## src/wrsi_pkg.sv

```systemverilog
`timescale 1ns / 1ps
`default_nettype none

package wrsi_pkg;

    localparam int PRICE_WIDTH = 32;
    localparam int FRAC_BITS   = 16;
    localparam int AVG_W       = 56;
    localparam int PERIOD_W    = 8;
    localparam int RSI_W       = 14;
    localparam int NUM_W       = AVG_W + RSI_W;
    localparam int DEN_W       = AVG_W + 1;
    localparam int CNT_W       = $clog2(AVG_W + 1);

    localparam logic [RSI_W-1:0]    RSI_FULL     = RSI_W'(10000);
    localparam logic [PERIOD_W-1:0] PERIOD_RESET = PERIOD_W'(14);

    typedef struct packed {
        logic             start;
        logic [CNT_W-1:0] iters;
    } t_div_req;

    typedef struct packed {
        logic busy;
        logic done;
    } t_div_rsp;

endpackage

`default_nettype wire

```

## src/wrsi_div.sv

```systemverilog
`timescale 1ns / 1ps
`default_nettype none

module wrsi_div (
    input  wire                              i_clk,
    input  wire                              i_rst_n,
    input  wrsi_pkg::t_div_req               i_req,
    input  wire  [wrsi_pkg::DEN_W-1:0]       i_rem_init,
    input  wire  [wrsi_pkg::AVG_W-1:0]       i_dvd,
    input  wire  [wrsi_pkg::DEN_W-1:0]       i_divisor,
    output wrsi_pkg::t_div_rsp               o_rsp,
    output logic [wrsi_pkg::AVG_W-1:0]       o_quo
);

    logic                          r_busy;
    logic                          r_done;
    logic [wrsi_pkg::CNT_W-1:0]    r_cnt;
    logic [wrsi_pkg::DEN_W-1:0]    r_rem;
    logic [wrsi_pkg::AVG_W-1:0]    r_dvd;
    logic [wrsi_pkg::DEN_W-1:0]    r_div;
    logic [wrsi_pkg::AVG_W-1:0]    r_quo;

    logic [wrsi_pkg::DEN_W:0]      w_rem2;
    logic [wrsi_pkg::DEN_W:0]      w_diff;
    logic                          w_ge;

    // One restoring step per cycle: shift in the next dividend bit and subtract if it fits.
    assign w_rem2 = {r_rem, r_dvd[wrsi_pkg::AVG_W-1]};
    assign w_diff = w_rem2 - {1'b0, r_div};
    assign w_ge   = (w_rem2 >= {1'b0, r_div});

    always_ff @(posedge i_clk) begin
        if (!i_rst_n) begin
            r_busy <= 1'b0;
            r_done <= 1'b0;
            r_cnt  <= '0;
        end else begin
            r_done <= 1'b0;
            if (i_req.start) begin
                r_busy <= 1'b1;
                r_cnt  <= i_req.iters;
            end else if (r_busy) begin
                r_cnt <= r_cnt - 1'b1;
                if (r_cnt == wrsi_pkg::CNT_W'(1)) begin
                    r_busy <= 1'b0;
                    r_done <= 1'b1;
                end
            end
        end
    end

    always_ff @(posedge i_clk) begin
        if (i_req.start) begin
            r_rem <= i_rem_init;
            r_dvd <= i_dvd;
            r_div <= i_divisor;
            r_quo <= '0;
        end else if (r_busy) begin
            r_rem <= w_ge ? w_diff[wrsi_pkg::DEN_W-1:0] : w_rem2[wrsi_pkg::DEN_W-1:0];
            r_dvd <= {r_dvd[wrsi_pkg::AVG_W-2:0], 1'b0};
            r_quo <= {r_quo[wrsi_pkg::AVG_W-2:0], w_ge};
        end
    end

    assign o_rsp.busy = r_busy;
    assign o_rsp.done = r_done;
    assign o_quo      = r_quo;

endmodule

`default_nettype wire

```

## src/wilder_rsi_stream.sv

```systemverilog
// Channel  | valid        | stall        | payload
// input    | i_in_valid   | o_in_stall   | i_close_price, i_restart
// output   | o_out_valid  | i_out_stall  | o_rsi_hundredths, o_loss_was_zero
// config   | i_cfg_wr_en  | none         | i_cfg_wr_data (period)
//
// A restart or warm-up item only updates the series state; a result may wait for the
// output register. The seeding item divides both sums by the period; each smoothed item
// scales both averages by the period less one, adds the new change and divides by it.
// Divisions use the shared restoring divider, one quotient bit per cycle: two 56-bit
// divisions by the period and, unless the average loss is zero, one 14-bit ratio division.
// Reset is synchronous and clears all series state; the period returns to 14.
// The next item is taken while a finished result still waits in the output register.
`timescale 1ns / 1ps
`default_nettype none

module wilder_rsi_stream (
    input  wire                              i_clk,
    input  wire                              i_rst_n,
    input  wire                              i_in_valid,
    output logic                             o_in_stall,
    input  wire  [31:0]                      i_close_price,
    input  wire                              i_restart,
    output logic                             o_out_valid,
    input  wire                              i_out_stall,
    output logic [wrsi_pkg::RSI_W-1:0]       o_rsi_hundredths,
    output logic                             o_loss_was_zero,
    input  wire                              i_cfg_wr_en,
    input  wire  [wrsi_pkg::PERIOD_W-1:0]    i_cfg_wr_data
);

    localparam logic [3:0] ST_IDLE   = 4'd0;
    localparam logic [3:0] ST_ACC    = 4'd1;
    localparam logic [3:0] ST_MUL_G  = 4'd2;
    localparam logic [3:0] ST_MUL_L  = 4'd3;
    localparam logic [3:0] ST_DIV_G  = 4'd4;
    localparam logic [3:0] ST_WAIT_G = 4'd5;
    localparam logic [3:0] ST_DIV_L  = 4'd6;
    localparam logic [3:0] ST_WAIT_L = 4'd7;
    localparam logic [3:0] ST_RATIO  = 4'd8;
    localparam logic [3:0] ST_RWAIT  = 4'd9;
    localparam logic [3:0] ST_EMIT   = 4'd10;

    logic [3:0]                          r_state;
    logic [wrsi_pkg::PERIOD_W-1:0]       r_period;
    logic [wrsi_pkg::PERIOD_W-1:0]       r_n;
    logic [wrsi_pkg::PRICE_WIDTH-1:0]    r_price;
    logic                                r_restart;
    logic [wrsi_pkg::PRICE_WIDTH-1:0]    r_prev;
    logic                                r_have_prev;
    logic [wrsi_pkg::PERIOD_W-1:0]       r_count;
    logic                                r_seeded;
    logic [wrsi_pkg::AVG_W-1:0]          r_avg_g;
    logic [wrsi_pkg::AVG_W-1:0]          r_avg_l;
    logic [wrsi_pkg::AVG_W-1:0]          r_x_g;
    logic [wrsi_pkg::AVG_W-1:0]          r_x_l;
    logic                                r_out_valid;
    logic [wrsi_pkg::RSI_W-1:0]          r_rsi;
    logic                                r_lz;

    logic                                w_in_fire;
    logic                                w_emit;
    logic [wrsi_pkg::PERIOD_W-1:0]       w_count1;
    logic [wrsi_pkg::PRICE_WIDTH-1:0]    w_up;
    logic [wrsi_pkg::PRICE_WIDTH-1:0]    w_down;
    logic [wrsi_pkg::AVG_W-1:0]          w_gain;
    logic [wrsi_pkg::AVG_W-1:0]          w_loss;
    logic [wrsi_pkg::AVG_W-1:0]          w_mul_a;
    logic [wrsi_pkg::RSI_W-1:0]          w_mul_b;
    logic [wrsi_pkg::NUM_W-1:0]          w_prod;
    logic [wrsi_pkg::AVG_W-1:0]          w_smooth;
    logic [wrsi_pkg::DEN_W-1:0]          w_den;

    wrsi_pkg::t_div_req                  w_req;
    wrsi_pkg::t_div_rsp                  w_rsp;
    logic [wrsi_pkg::DEN_W-1:0]          w_rem_init;
    logic [wrsi_pkg::AVG_W-1:0]          w_dvd;
    logic [wrsi_pkg::DEN_W-1:0]          w_divisor;
    logic [wrsi_pkg::AVG_W-1:0]          w_quo;

    assign w_in_fire = i_in_valid && !o_in_stall;
    assign w_emit    = (r_state == ST_EMIT) && (!r_out_valid || !i_out_stall);
    assign w_count1  = r_count + 1'b1;

    assign w_up   = r_price - r_prev;
    assign w_down = r_prev - r_price;
    assign w_gain = (r_price > r_prev)
                  ? (wrsi_pkg::AVG_W'(w_up) << wrsi_pkg::FRAC_BITS) : '0;
    assign w_loss = (r_price > r_prev)
                  ? '0 : (wrsi_pkg::AVG_W'(w_down) << wrsi_pkg::FRAC_BITS);

    // The single multiplier serves the smoothing step and the ratio numerator.
    assign w_mul_a  = (r_state == ST_MUL_L) ? r_avg_l : r_avg_g;
    assign w_mul_b  = (r_state == ST_RATIO) ? wrsi_pkg::RSI_FULL
                                            : wrsi_pkg::RSI_W'(r_n - 1'b1);
    assign w_prod   = {{wrsi_pkg::RSI_W{1'b0}}, w_mul_a}
                    * {{wrsi_pkg::AVG_W{1'b0}}, w_mul_b};
    assign w_smooth = w_prod[wrsi_pkg::AVG_W-1:0]
                    + ((r_state == ST_MUL_L) ? r_x_l : r_x_g);
    assign w_den    = {1'b0, r_avg_g} + {1'b0, r_avg_l};

    always_comb begin
        w_req.start = 1'b0;
        w_req.iters = wrsi_pkg::CNT_W'(wrsi_pkg::AVG_W);
        w_rem_init  = '0;
        w_dvd       = r_avg_g;
        w_divisor   = wrsi_pkg::DEN_W'(r_n);
        case (r_state)
            ST_DIV_G: begin
                w_req.start = 1'b1;
            end
            ST_DIV_L: begin
                w_req.start = 1'b1;
                w_dvd       = r_avg_l;
            end
            ST_RATIO: begin
                // The quotient is below 2^14, so the top of the numerator seeds the remainder.
                w_req.start = (r_avg_l != '0);
                w_req.iters = wrsi_pkg::CNT_W'(wrsi_pkg::RSI_W);
                w_rem_init  = wrsi_pkg::DEN_W'(w_prod[wrsi_pkg::NUM_W-1:wrsi_pkg::RSI_W]);
                w_dvd       = {w_prod[wrsi_pkg::RSI_W-1:0],
                               {(wrsi_pkg::AVG_W-wrsi_pkg::RSI_W){1'b0}}};
                w_divisor   = w_den;
            end
            default: begin
                w_req.start = 1'b0;
            end
        endcase
    end

    wrsi_div u_div (
        .i_clk      (i_clk),
        .i_rst_n    (i_rst_n),
        .i_req      (w_req),
        .i_rem_init (w_rem_init),
        .i_dvd      (w_dvd),
        .i_divisor  (w_divisor),
        .o_rsp      (w_rsp),
        .o_quo      (w_quo)
    );

    always_ff @(posedge i_clk) begin
        if (!i_rst_n) begin
            r_state     <= ST_IDLE;
            r_period    <= wrsi_pkg::PERIOD_RESET;
            r_n         <= wrsi_pkg::PERIOD_RESET;
            r_price     <= '0;
            r_restart   <= 1'b0;
            r_prev      <= '0;
            r_have_prev <= 1'b0;
            r_count     <= '0;
            r_seeded    <= 1'b0;
            r_avg_g     <= '0;
            r_avg_l     <= '0;
            r_x_g       <= '0;
            r_x_l       <= '0;
            r_out_valid <= 1'b0;
            r_rsi       <= '0;
            r_lz        <= 1'b0;
        end else begin
            if (i_cfg_wr_en) begin
                r_period <= i_cfg_wr_data;
            end

            if (w_emit) begin
                r_out_valid <= 1'b1;
            end else if (!i_out_stall) begin
                r_out_valid <= 1'b0;
            end

            case (r_state)
                ST_IDLE: begin
                    if (w_in_fire) begin
                        r_price   <= wrsi_pkg::PRICE_WIDTH'(i_close_price);
                        r_restart <= i_restart;
                        r_n       <= (r_period == '0) ? wrsi_pkg::PERIOD_W'(1) : r_period;
                        r_state   <= ST_ACC;
                    end
                end
                ST_ACC: begin
                    r_prev <= r_price;
                    if (r_restart || !r_have_prev) begin
                        r_have_prev <= 1'b1;
                        r_count     <= '0;
                        r_seeded    <= 1'b0;
                        r_avg_g     <= '0;
                        r_avg_l     <= '0;
                        r_state     <= ST_IDLE;
                    end else if (!r_seeded) begin
                        r_avg_g <= r_avg_g + w_gain;
                        r_avg_l <= r_avg_l + w_loss;
                        r_count <= w_count1;
                        r_state <= (w_count1 < r_n) ? ST_IDLE : ST_DIV_G;
                    end else begin
                        r_x_g   <= w_gain;
                        r_x_l   <= w_loss;
                        r_state <= ST_MUL_G;
                    end
                end
                ST_MUL_G: begin
                    r_avg_g <= w_smooth;
                    r_state <= ST_MUL_L;
                end
                ST_MUL_L: begin
                    r_avg_l <= w_smooth;
                    r_state <= ST_DIV_G;
                end
                ST_DIV_G: begin
                    r_state <= ST_WAIT_G;
                end
                ST_WAIT_G: begin
                    if (w_rsp.done) begin
                        r_avg_g <= w_quo;
                        r_state <= ST_DIV_L;
                    end
                end
                ST_DIV_L: begin
                    r_state <= ST_WAIT_L;
                end
                ST_WAIT_L: begin
                    if (w_rsp.done) begin
                        r_avg_l  <= w_quo;
                        r_seeded <= 1'b1;
                        r_state  <= ST_RATIO;
                    end
                end
                ST_RATIO: begin
                    if (r_avg_l == '0) begin
                        r_rsi   <= wrsi_pkg::RSI_FULL;
                        r_lz    <= 1'b1;
                        r_state <= ST_EMIT;
                    end else begin
                        r_state <= ST_RWAIT;
                    end
                end
                ST_RWAIT: begin
                    if (w_rsp.done) begin
                        r_rsi   <= w_quo[wrsi_pkg::RSI_W-1:0];
                        r_lz    <= 1'b0;
                        r_state <= ST_EMIT;
                    end
                end
                ST_EMIT: begin
                    if (w_emit) begin
                        o_rsi_hundredths <= r_rsi;
                        o_loss_was_zero  <= r_lz;
                        r_state          <= ST_IDLE;
                    end
                end
                default: begin
                    r_state <= ST_IDLE;
                end
            endcase
        end
    end

    assign o_in_stall  = (r_state != ST_IDLE);
    assign o_out_valid = r_out_valid;

endmodule

`default_nettype wire

```

## config.mk

```make
export PLATFORM = sky130hd
export DESIGN_NAME = wilder_rsi_stream
export DESIGN_NICKNAME = d
export VERILOG_FILES = /design/src/wrsi_pkg.sv /design/src/wrsi_div.sv /design/src/wilder_rsi_stream.sv
export SDC_FILE = /design/constraint.sdc
export NUM_CORES = 2
export LEC_CHECK = 0
export BUFFER_PORTS_ARGS = -buffer_cell sky130_fd_sc_hd__buf_2
export CAP_MARGIN = 5
export CORE_UTILIZATION = 45
export DETAILED_ROUTE_END_ITERATION = 8
export HOLD_SLACK_MARGIN = 0.12
export SLEW_MARGIN = 30
export SYNTH_ARGS = -nofsm -noshare
export SYNTH_HDL_FRONTEND = slang
export SYNTH_HIERARCHICAL = 1
export SYNTH_SLANG_ARGS = --single-unit
export TNS_END_PERCENT = 100
```

## constraint.sdc

```tcl
create_clock -name i_clk -period 11.5 [get_ports i_clk]
set_clock_uncertainty 0.2 [all_clocks]
set_input_delay 2.3 -clock i_clk [delete_from_list [all_inputs] [get_ports i_clk]]
set_output_delay 2.3 -clock i_clk [all_outputs]
set_load 0.01 [all_outputs]
```

* Word level (Yosys, flattened, before mapping)
Cells that the tools add are included.
W data, S select, Z words.
** Word-level totals
- Register bits after elaboration :: 584
- Input port bits :: 46
- Output and inout bits :: 17
** Operators by class
- $add $sub $neg :: 10
- Multiply operators :: 1
- Magnitude comparators :: 3
- Equal/unequal tests :: 21
- Multiplexer cells :: 52
- Bitwise operators :: 3
- Reductions and logical operators :: 30
** Operators by type and width (number)
- $mux W56 :: 10
- $pmux W56 S3 :: 2
- $mux W57 :: 3
- $add A56 B48 Y56 :: 2
- $pmux W56 S2 :: 1
- $mux W48 :: 2
- $mul A56 B14 Y70 :: 1
- $sub A32 B32 Y32 :: 2
- $ge A58 B57 Y1 :: 1
- $add A56 B56 Y57 :: 1
- $sub A57 B57 Y57 :: 1
- $add A56 B56 Y56 :: 1
- $logic_not A56 Y1 :: 1
- $reduce_bool A56 Y1 :: 1
- $pmux W4 S11 :: 1
- $mux W14 :: 3
- $gt A32 B32 Y1 :: 1
- $mux W8 :: 4
- $pmux W14 S2 :: 1
- $mux W4 :: 5
- $mux W6 :: 3
- $reduce_and A3 Y1 :: 6
- $eq A4 B3 Y1 const B :: 4
- $eq A4 B4 Y1 const B :: 3
- 27 further kinds :: 60

* Depth between registers and ports, before layout
- Depth after elaboration :: 6
- Gate-level depth with buffers :: 43

* By module
Netlist, hierarchy kept.
** Modules (own cells, without submodules)
- wilder_rsi_stream :: instances 1, cells each 6318, area an instance 49217.2 µm²
- wrsi_div :: instances 1, cells each 1232, area an instance 12996.2 µm²

* Least setup slack after synthesis
No wires, ideal clock.
- Path type :: reg2reg
- From :: register r_state[1]
- To :: register r_avg_l[54] (netlist name)
- Setup time :: 0.062 ns
- Data arrival time :: 10.268 ns
- Required time :: 11.238 ns
- Slack :: 0.969 ns
- Stages on the path, launching flop included :: 38
- Path buffers :: 5
- Clock period less this slack :: 10.531 ns
- Cell sequence :: dfxtp_1 > buf_2 > nand2_1 > nor3_1 > clkbuf_1 > clkbuf_1 > clkbuf_1 > nand2_1 > nand2_1 > nand2_1 > fa_1 > inv_1 > fa_1 > fa_1 > fa_1 > fa_1 > inv_1 > fa_1 > (+2 left out) > a21o_1 > a31oi_2 > nor3b_1 > a21oi_1 > o31a_1 > a211o_1 > xor2_1 > ha_1 > clkbuf_1 > nand3_1 > or3_1 > a2111oi_0 > o31ai_1 > o21a_1 > nor3_1 > nand4_4 > or3_1 > nand3_1
** Between the ends
- Word-level cells in the longest chain between the ends :: 5
- Elaborated cells between the ends (all ways) :: 14
** Ends and longest elaborated chain
- start: declaration :: RTL line wilder_rsi_stream.sv:43 : logic [3:0] r_state;
- start signal: assignment :: RTL line wilder_rsi_stream.sv:192 : r_state <= (w_count1 < r_n) ? ST_IDLE : ST_DIV_G;
- $eq A4 B2 Y1 / $eq A4 B4 Y1 (equally long branches)
- $mux W56 / $mux W14 (equally long branches) :: RTL line wilder_rsi_stream.sv:92, wilder_rsi_stream.sv:93
- $mul A56 B14 Y70 :: RTL line wilder_rsi_stream.sv:96 : * {{wrsi_pkg::AVG_W{1'b0}}, w_mul_b};
- $add A56 B56 Y56 :: RTL line wilder_rsi_stream.sv:98 : + ((r_state == ST_MUL_L) ? r_x_l : r_x_g);
- $pmux W56 S3 :: RTL line wilder_rsi_stream.sv:170 : case (r_state)
- end signal: assignment :: RTL line wilder_rsi_stream.sv:190 : r_avg_l <= r_avg_l + w_loss;
- end signal: assignment :: RTL line wilder_rsi_stream.sv:204 : r_avg_l <= w_smooth;
- end signal: assignment :: RTL line wilder_rsi_stream.sv:221 : r_avg_l <= w_quo;
- end: declaration :: RTL line wilder_rsi_stream.sv:53 : logic [wrsi_pkg::AVG_W-1:0] r_avg_l;
Parallel ways exist; a longest one is shown, timed or not.
A chain may end at the register's enable or synchronous reset.

* Worst setup path after layout
- From :: register r_state[3]
- To :: register r_avg_g[49] (netlist name)
** Between the ends
- Word-level cells in the longest chain between the ends :: 5
- Elaborated cells between the ends (all ways) :: 15
** Ends and longest elaborated chain
- $eq A4 B2 Y1 / $eq A4 B4 Y1 (equally long branches) :: RTL line wilder_rsi_stream.sv:92, wilder_rsi_stream.sv:98, wilder_rsi_stream.sv:93
- $mux W56 / $mux W14 (equally long branches) :: RTL line wilder_rsi_stream.sv:92, wilder_rsi_stream.sv:93
- $mul A56 B14 Y70 :: RTL line wilder_rsi_stream.sv:96
- $add A56 B56 Y56 :: RTL line wilder_rsi_stream.sv:98
- $pmux W56 S3 :: RTL line wilder_rsi_stream.sv:170
- end signal: assignment :: RTL line wilder_rsi_stream.sv:189 : r_avg_g <= r_avg_g + w_gain;
- end signal: assignment :: RTL line wilder_rsi_stream.sv:200 : r_avg_g <= w_smooth;
- end signal: assignment :: RTL line wilder_rsi_stream.sv:212 : r_avg_g <= w_quo;
- end: declaration :: RTL line wilder_rsi_stream.sv:52 : logic [wrsi_pkg::AVG_W-1:0] r_avg_g;
Parallel ways exist; a longest one is shown, timed or not.

==> out/summary.log <==
INFO  outcome        run_status=complete, no violations
INFO  clock_network  cts.path.max_buffers=3
INFO  clock_network  cts_setup_buffers=0
INFO  worst_setup_path r2r_cells=29
INFO  min_path       hp-class=reg2reg
INFO  global_route   first_pass_grt_wire_length=350000um
INFO  route          routed_wire_length=232000um
INFO  min_path       holdPathStages=0
INFO  die            num_rows=136
INFO  logic_synthesis postSynthCellCount=7549
INFO  clock_network  h_tree_levels=3
INFO  cells_and_area fill_cells=13420
INFO  die            starting_density=45.3%
INFO  worst_setup_path r2r_start=r_state[3]$_SDFFE_PN0P_
INFO  route          wl_per_cell=24.9um
INFO  route          vias=56219
INFO  worst_setup_path start_point_of_the_critical_path=r_state[3]$_SDFFE_PN0P_
INFO  route          detail_route.vias_per_cell=6.02
INFO  global_route   grt_start_max_net_pins=114
INFO  sta            final-setup-viol-count=0
INFO  worst_setup_path critPathKind=reg2reg
INFO  clock_network  cts-buffers-inserted=69
INFO  clock_network  insertion_delay=710ps
INFO  min_path       hold-path-endpoint=o_rsi_hundredths[6]$_DFFE_PP_
INFO  power_and_ir_drop power.density_cell_area=108nW/um^2
INFO  clock_network  cts.clk_slew.worst_paths=60ps
INFO  global_route   first_global_vias=55517
INFO  sta            final_max_slew_viol_count=0
INFO  sta            worst_slew_margin_rel=26.6%
INFO  cells_and_area final-instance-count-excl-fill=9339
INFO  power_and_ir_drop cellLeakagePower=29.8nW
INFO  logic_synthesis netlist_area_pre_place=62200um^2
INFO  worst_setup_path critical_path.slowest_cell=sky130_fd_sc_hd__mux2i_1
INFO  logic_synthesis yosysWarnings=6
INFO  route          ant_nets=0
INFO  global_route   antenna_found_initial=11
INFO  worst_setup_path critical_path.startpoint_type=flop
INFO  sta            hold_ws=228ps
INFO  cells_and_area area_growth=8.23%
INFO  sta            tightest_slew=1070ps
INFO  cells_and_area ff_latch_area=12600um^2
INFO  worst_setup_path timing.critical_path.to_type=flop
INFO  job            cap_viol_max_count=0
INFO  clock_network  cts_resized=0
INFO  die            fp.dieArea=140000um^2
INFO  clock_network  clock_sink_count=536
INFO  global_route   gr-total-overflow=0
INFO  place          hpwlAfterDp=185000um
INFO  min_path       hold_start=r_rsi[6]$_SDFFE_PN0P_
INFO  clock_network  hold_buffers=0
INFO  route          route.detailed.drc=0
INFO  route          drtIter0Drc=5920
INFO  place          gp_congestion=1.11
INFO  die            core=137000um^2
INFO  place          placed_cells_incl_taps=9206
INFO  clock_network  tritoncts=yes
INFO  cells_and_area final_layout_size_suffix_gt1_share=7.34%
INFO  cells_and_area num-nets-final=8593
INFO  worst_setup_path cpPeakStageDelay=760ps
INFO  sta            finalHoldViolations=0
INFO  sta            min_period=11120ps
INFO  die            die_h=374um
INFO  route          detailedRoute.firstPassIterationCount=6
INFO  cells_and_area multi_input_comb_area=45500um^2
INFO  clock_network  root_buffer=sky130_fd_sc_hd__clkbuf_16
INFO  power_and_ir_drop post-layout-total-power=7.28mW
INFO  sta            fin_crit_sh=96.7%
INFO  sta            max_freq=89.9MHz
INFO  die            ports_placed_on_the_boundary=63
INFO  global_route   grt.total_usage=33.0%
INFO  sta            fin_setup_tns=0ps
INFO  worst_setup_path timing.rr.end=r_avg_g[49]$_SDFFE_PN0P_
INFO  worst_setup_path required_worst_endpoint=11830ps
INFO  worst_setup_path arrival=11460ps
INFO  die            dieWidth=374um
INFO  worst_setup_path cpMostUsedCell=sky130_fd_sc_hd__fa_1
INFO  worst_setup_path rrSetupSlack=380ps
INFO  power_and_ir_drop power.ir.vdd_worst=0.118mV
INFO  logic_synthesis average_footprint_of_a_synthesized_cell=8.24um^2
INFO  place          port-buffer-count=62
INFO  worst_setup_path critical_path_peak_fanout=24
[power by group]
part / leakage [nW] / switching, mW / total (mW) / internal (mW)
combinational: 24.1 / 1.95 / 2.95 / 0.999
sequential: 4.52 / 0.118 / 2.11 / 2.00
clock: 1.11 / 0.942 / 2.22 / 1.28
total: 29.8 / 3.01 / 7.28 / 4.27
[critical path, delay by kind of cell (launching register included)]
kind,cells,cell delay (ps)
buffers and inverters,3,310
DFF,1,420
muxes,1,760
adders and majority gates,8,4100
AOI/OAI and AO/OA,8,1860
and+or+nand+nor,7,2270
xor gates and xnor gates,2,1020
[routing by layer]
| metal | part of all wire, % | track usage [%] | wire (um) |
|---|---|---|---|
| met5 | 0.034 | 0 | 80 |
| met4 | 6.1 | 17.0 | 14300 |
| met3 | 9.4 | 7.17 | 21900 |
| met2 | 44 | 51.7 | 103000 |
| met1 | 40 | 42.8 | 93400 |
[layout by cell type, fill, tap and decap left out, types with 49 or more instances in the layout]
master	n
sky130_fd_sc_hd__a211oi_1	61
sky130_fd_sc_hd__a21o_1	178
sky130_fd_sc_hd__a21oi_1	569
sky130_fd_sc_hd__a221oi_1	77
sky130_fd_sc_hd__a31oi_1	49
sky130_fd_sc_hd__and2_1	89
sky130_fd_sc_hd__and3_1	49
sky130_fd_sc_hd__buf_2	61
sky130_fd_sc_hd__buf_4	188
sky130_fd_sc_hd__clkbuf_16	70
sky130_fd_sc_hd__dfxtp_1	348
sky130_fd_sc_hd__edfxtp_1	185
sky130_fd_sc_hd__fa_1	643
sky130_fd_sc_hd__ha_1	420
sky130_fd_sc_hd__inv_1	763
sky130_fd_sc_hd__mux2_2	78
sky130_fd_sc_hd__mux2i_1	118
sky130_fd_sc_hd__nand2_1	1315
sky130_fd_sc_hd__nand2b_1	50
sky130_fd_sc_hd__nand3_1	127
sky130_fd_sc_hd__nand4_1	61
sky130_fd_sc_hd__nor2_1	571
sky130_fd_sc_hd__nor3_1	94
sky130_fd_sc_hd__o21a_1	60
sky130_fd_sc_hd__o21ai_0	317
sky130_fd_sc_hd__o21bai_1	59
sky130_fd_sc_hd__xnor2_1	202
sky130_fd_sc_hd__xor2_1	107
[sequential cells by signal, summed over array words and instances, names as in the netlist, 4 cells and up]
signal	cells
u_div/r_rem	57
u_div/o_quo	56
u_div/r_div	57
u_div/r_cnt	6
r_n	8
r_price	32
r_state	4
r_count	8
r_period	8
r_rsi	14
r_x_l	32
r_avg_l	56
u_div/r_dvd	56
r_prev	32
r_avg_g	56
o_rsi_hundredths	14
r_x_g	32
[stage by stage]
stage | cell area (um^2) | worst slack (ps) | utilization (%)
2_1_floorplan | 62200 | 969 | -
3_3_place_gp | 64900 | 289 | 47.3
3_5_place_dp | 64900 | 288 | 47.3
4_1_cts | 67200 | 286 | 48.9
5_1_grt | 67300 | -35.9 | 49.0
6_report | 67300 | 377 | 49.0
[area by class of cell]
class | count | area share, %
Antenna cell | 6 | 0.0223
Multi-Input combinational cell | 5857 | 67.6
Inverter | 766 | 4.28
Clock inverter | 30 | 0.491
Sequential cell | 536 | 18.7
Timing Repair Buffer | 254 | 2.70
Clock buffer | 96 | 2.87
Tap cell | 1794 | 3.33
[worst max path at each step]
stage / cells past startpoint / end / slack (ps)
detailed placement: 35 / r_avg_g[44]$_SDFFE_PN0P_ / 290
finish: 29 / r_avg_g[49]$_SDFFE_PN0P_ / 380
floorplan: 37 / r_avg_l[54]$_SDFFE_PN0P_ / 970
CTS: 35 / r_avg_g[44]$_SDFFE_PN0P_ / 290
global route: 36 / r_avg_l[48]$_SDFFE_PN0P_ / -40
global placement: 31 / r_avg_l[48]$_SDFFE_PN0P_ / 290
(Power assumes the default switching activity.)
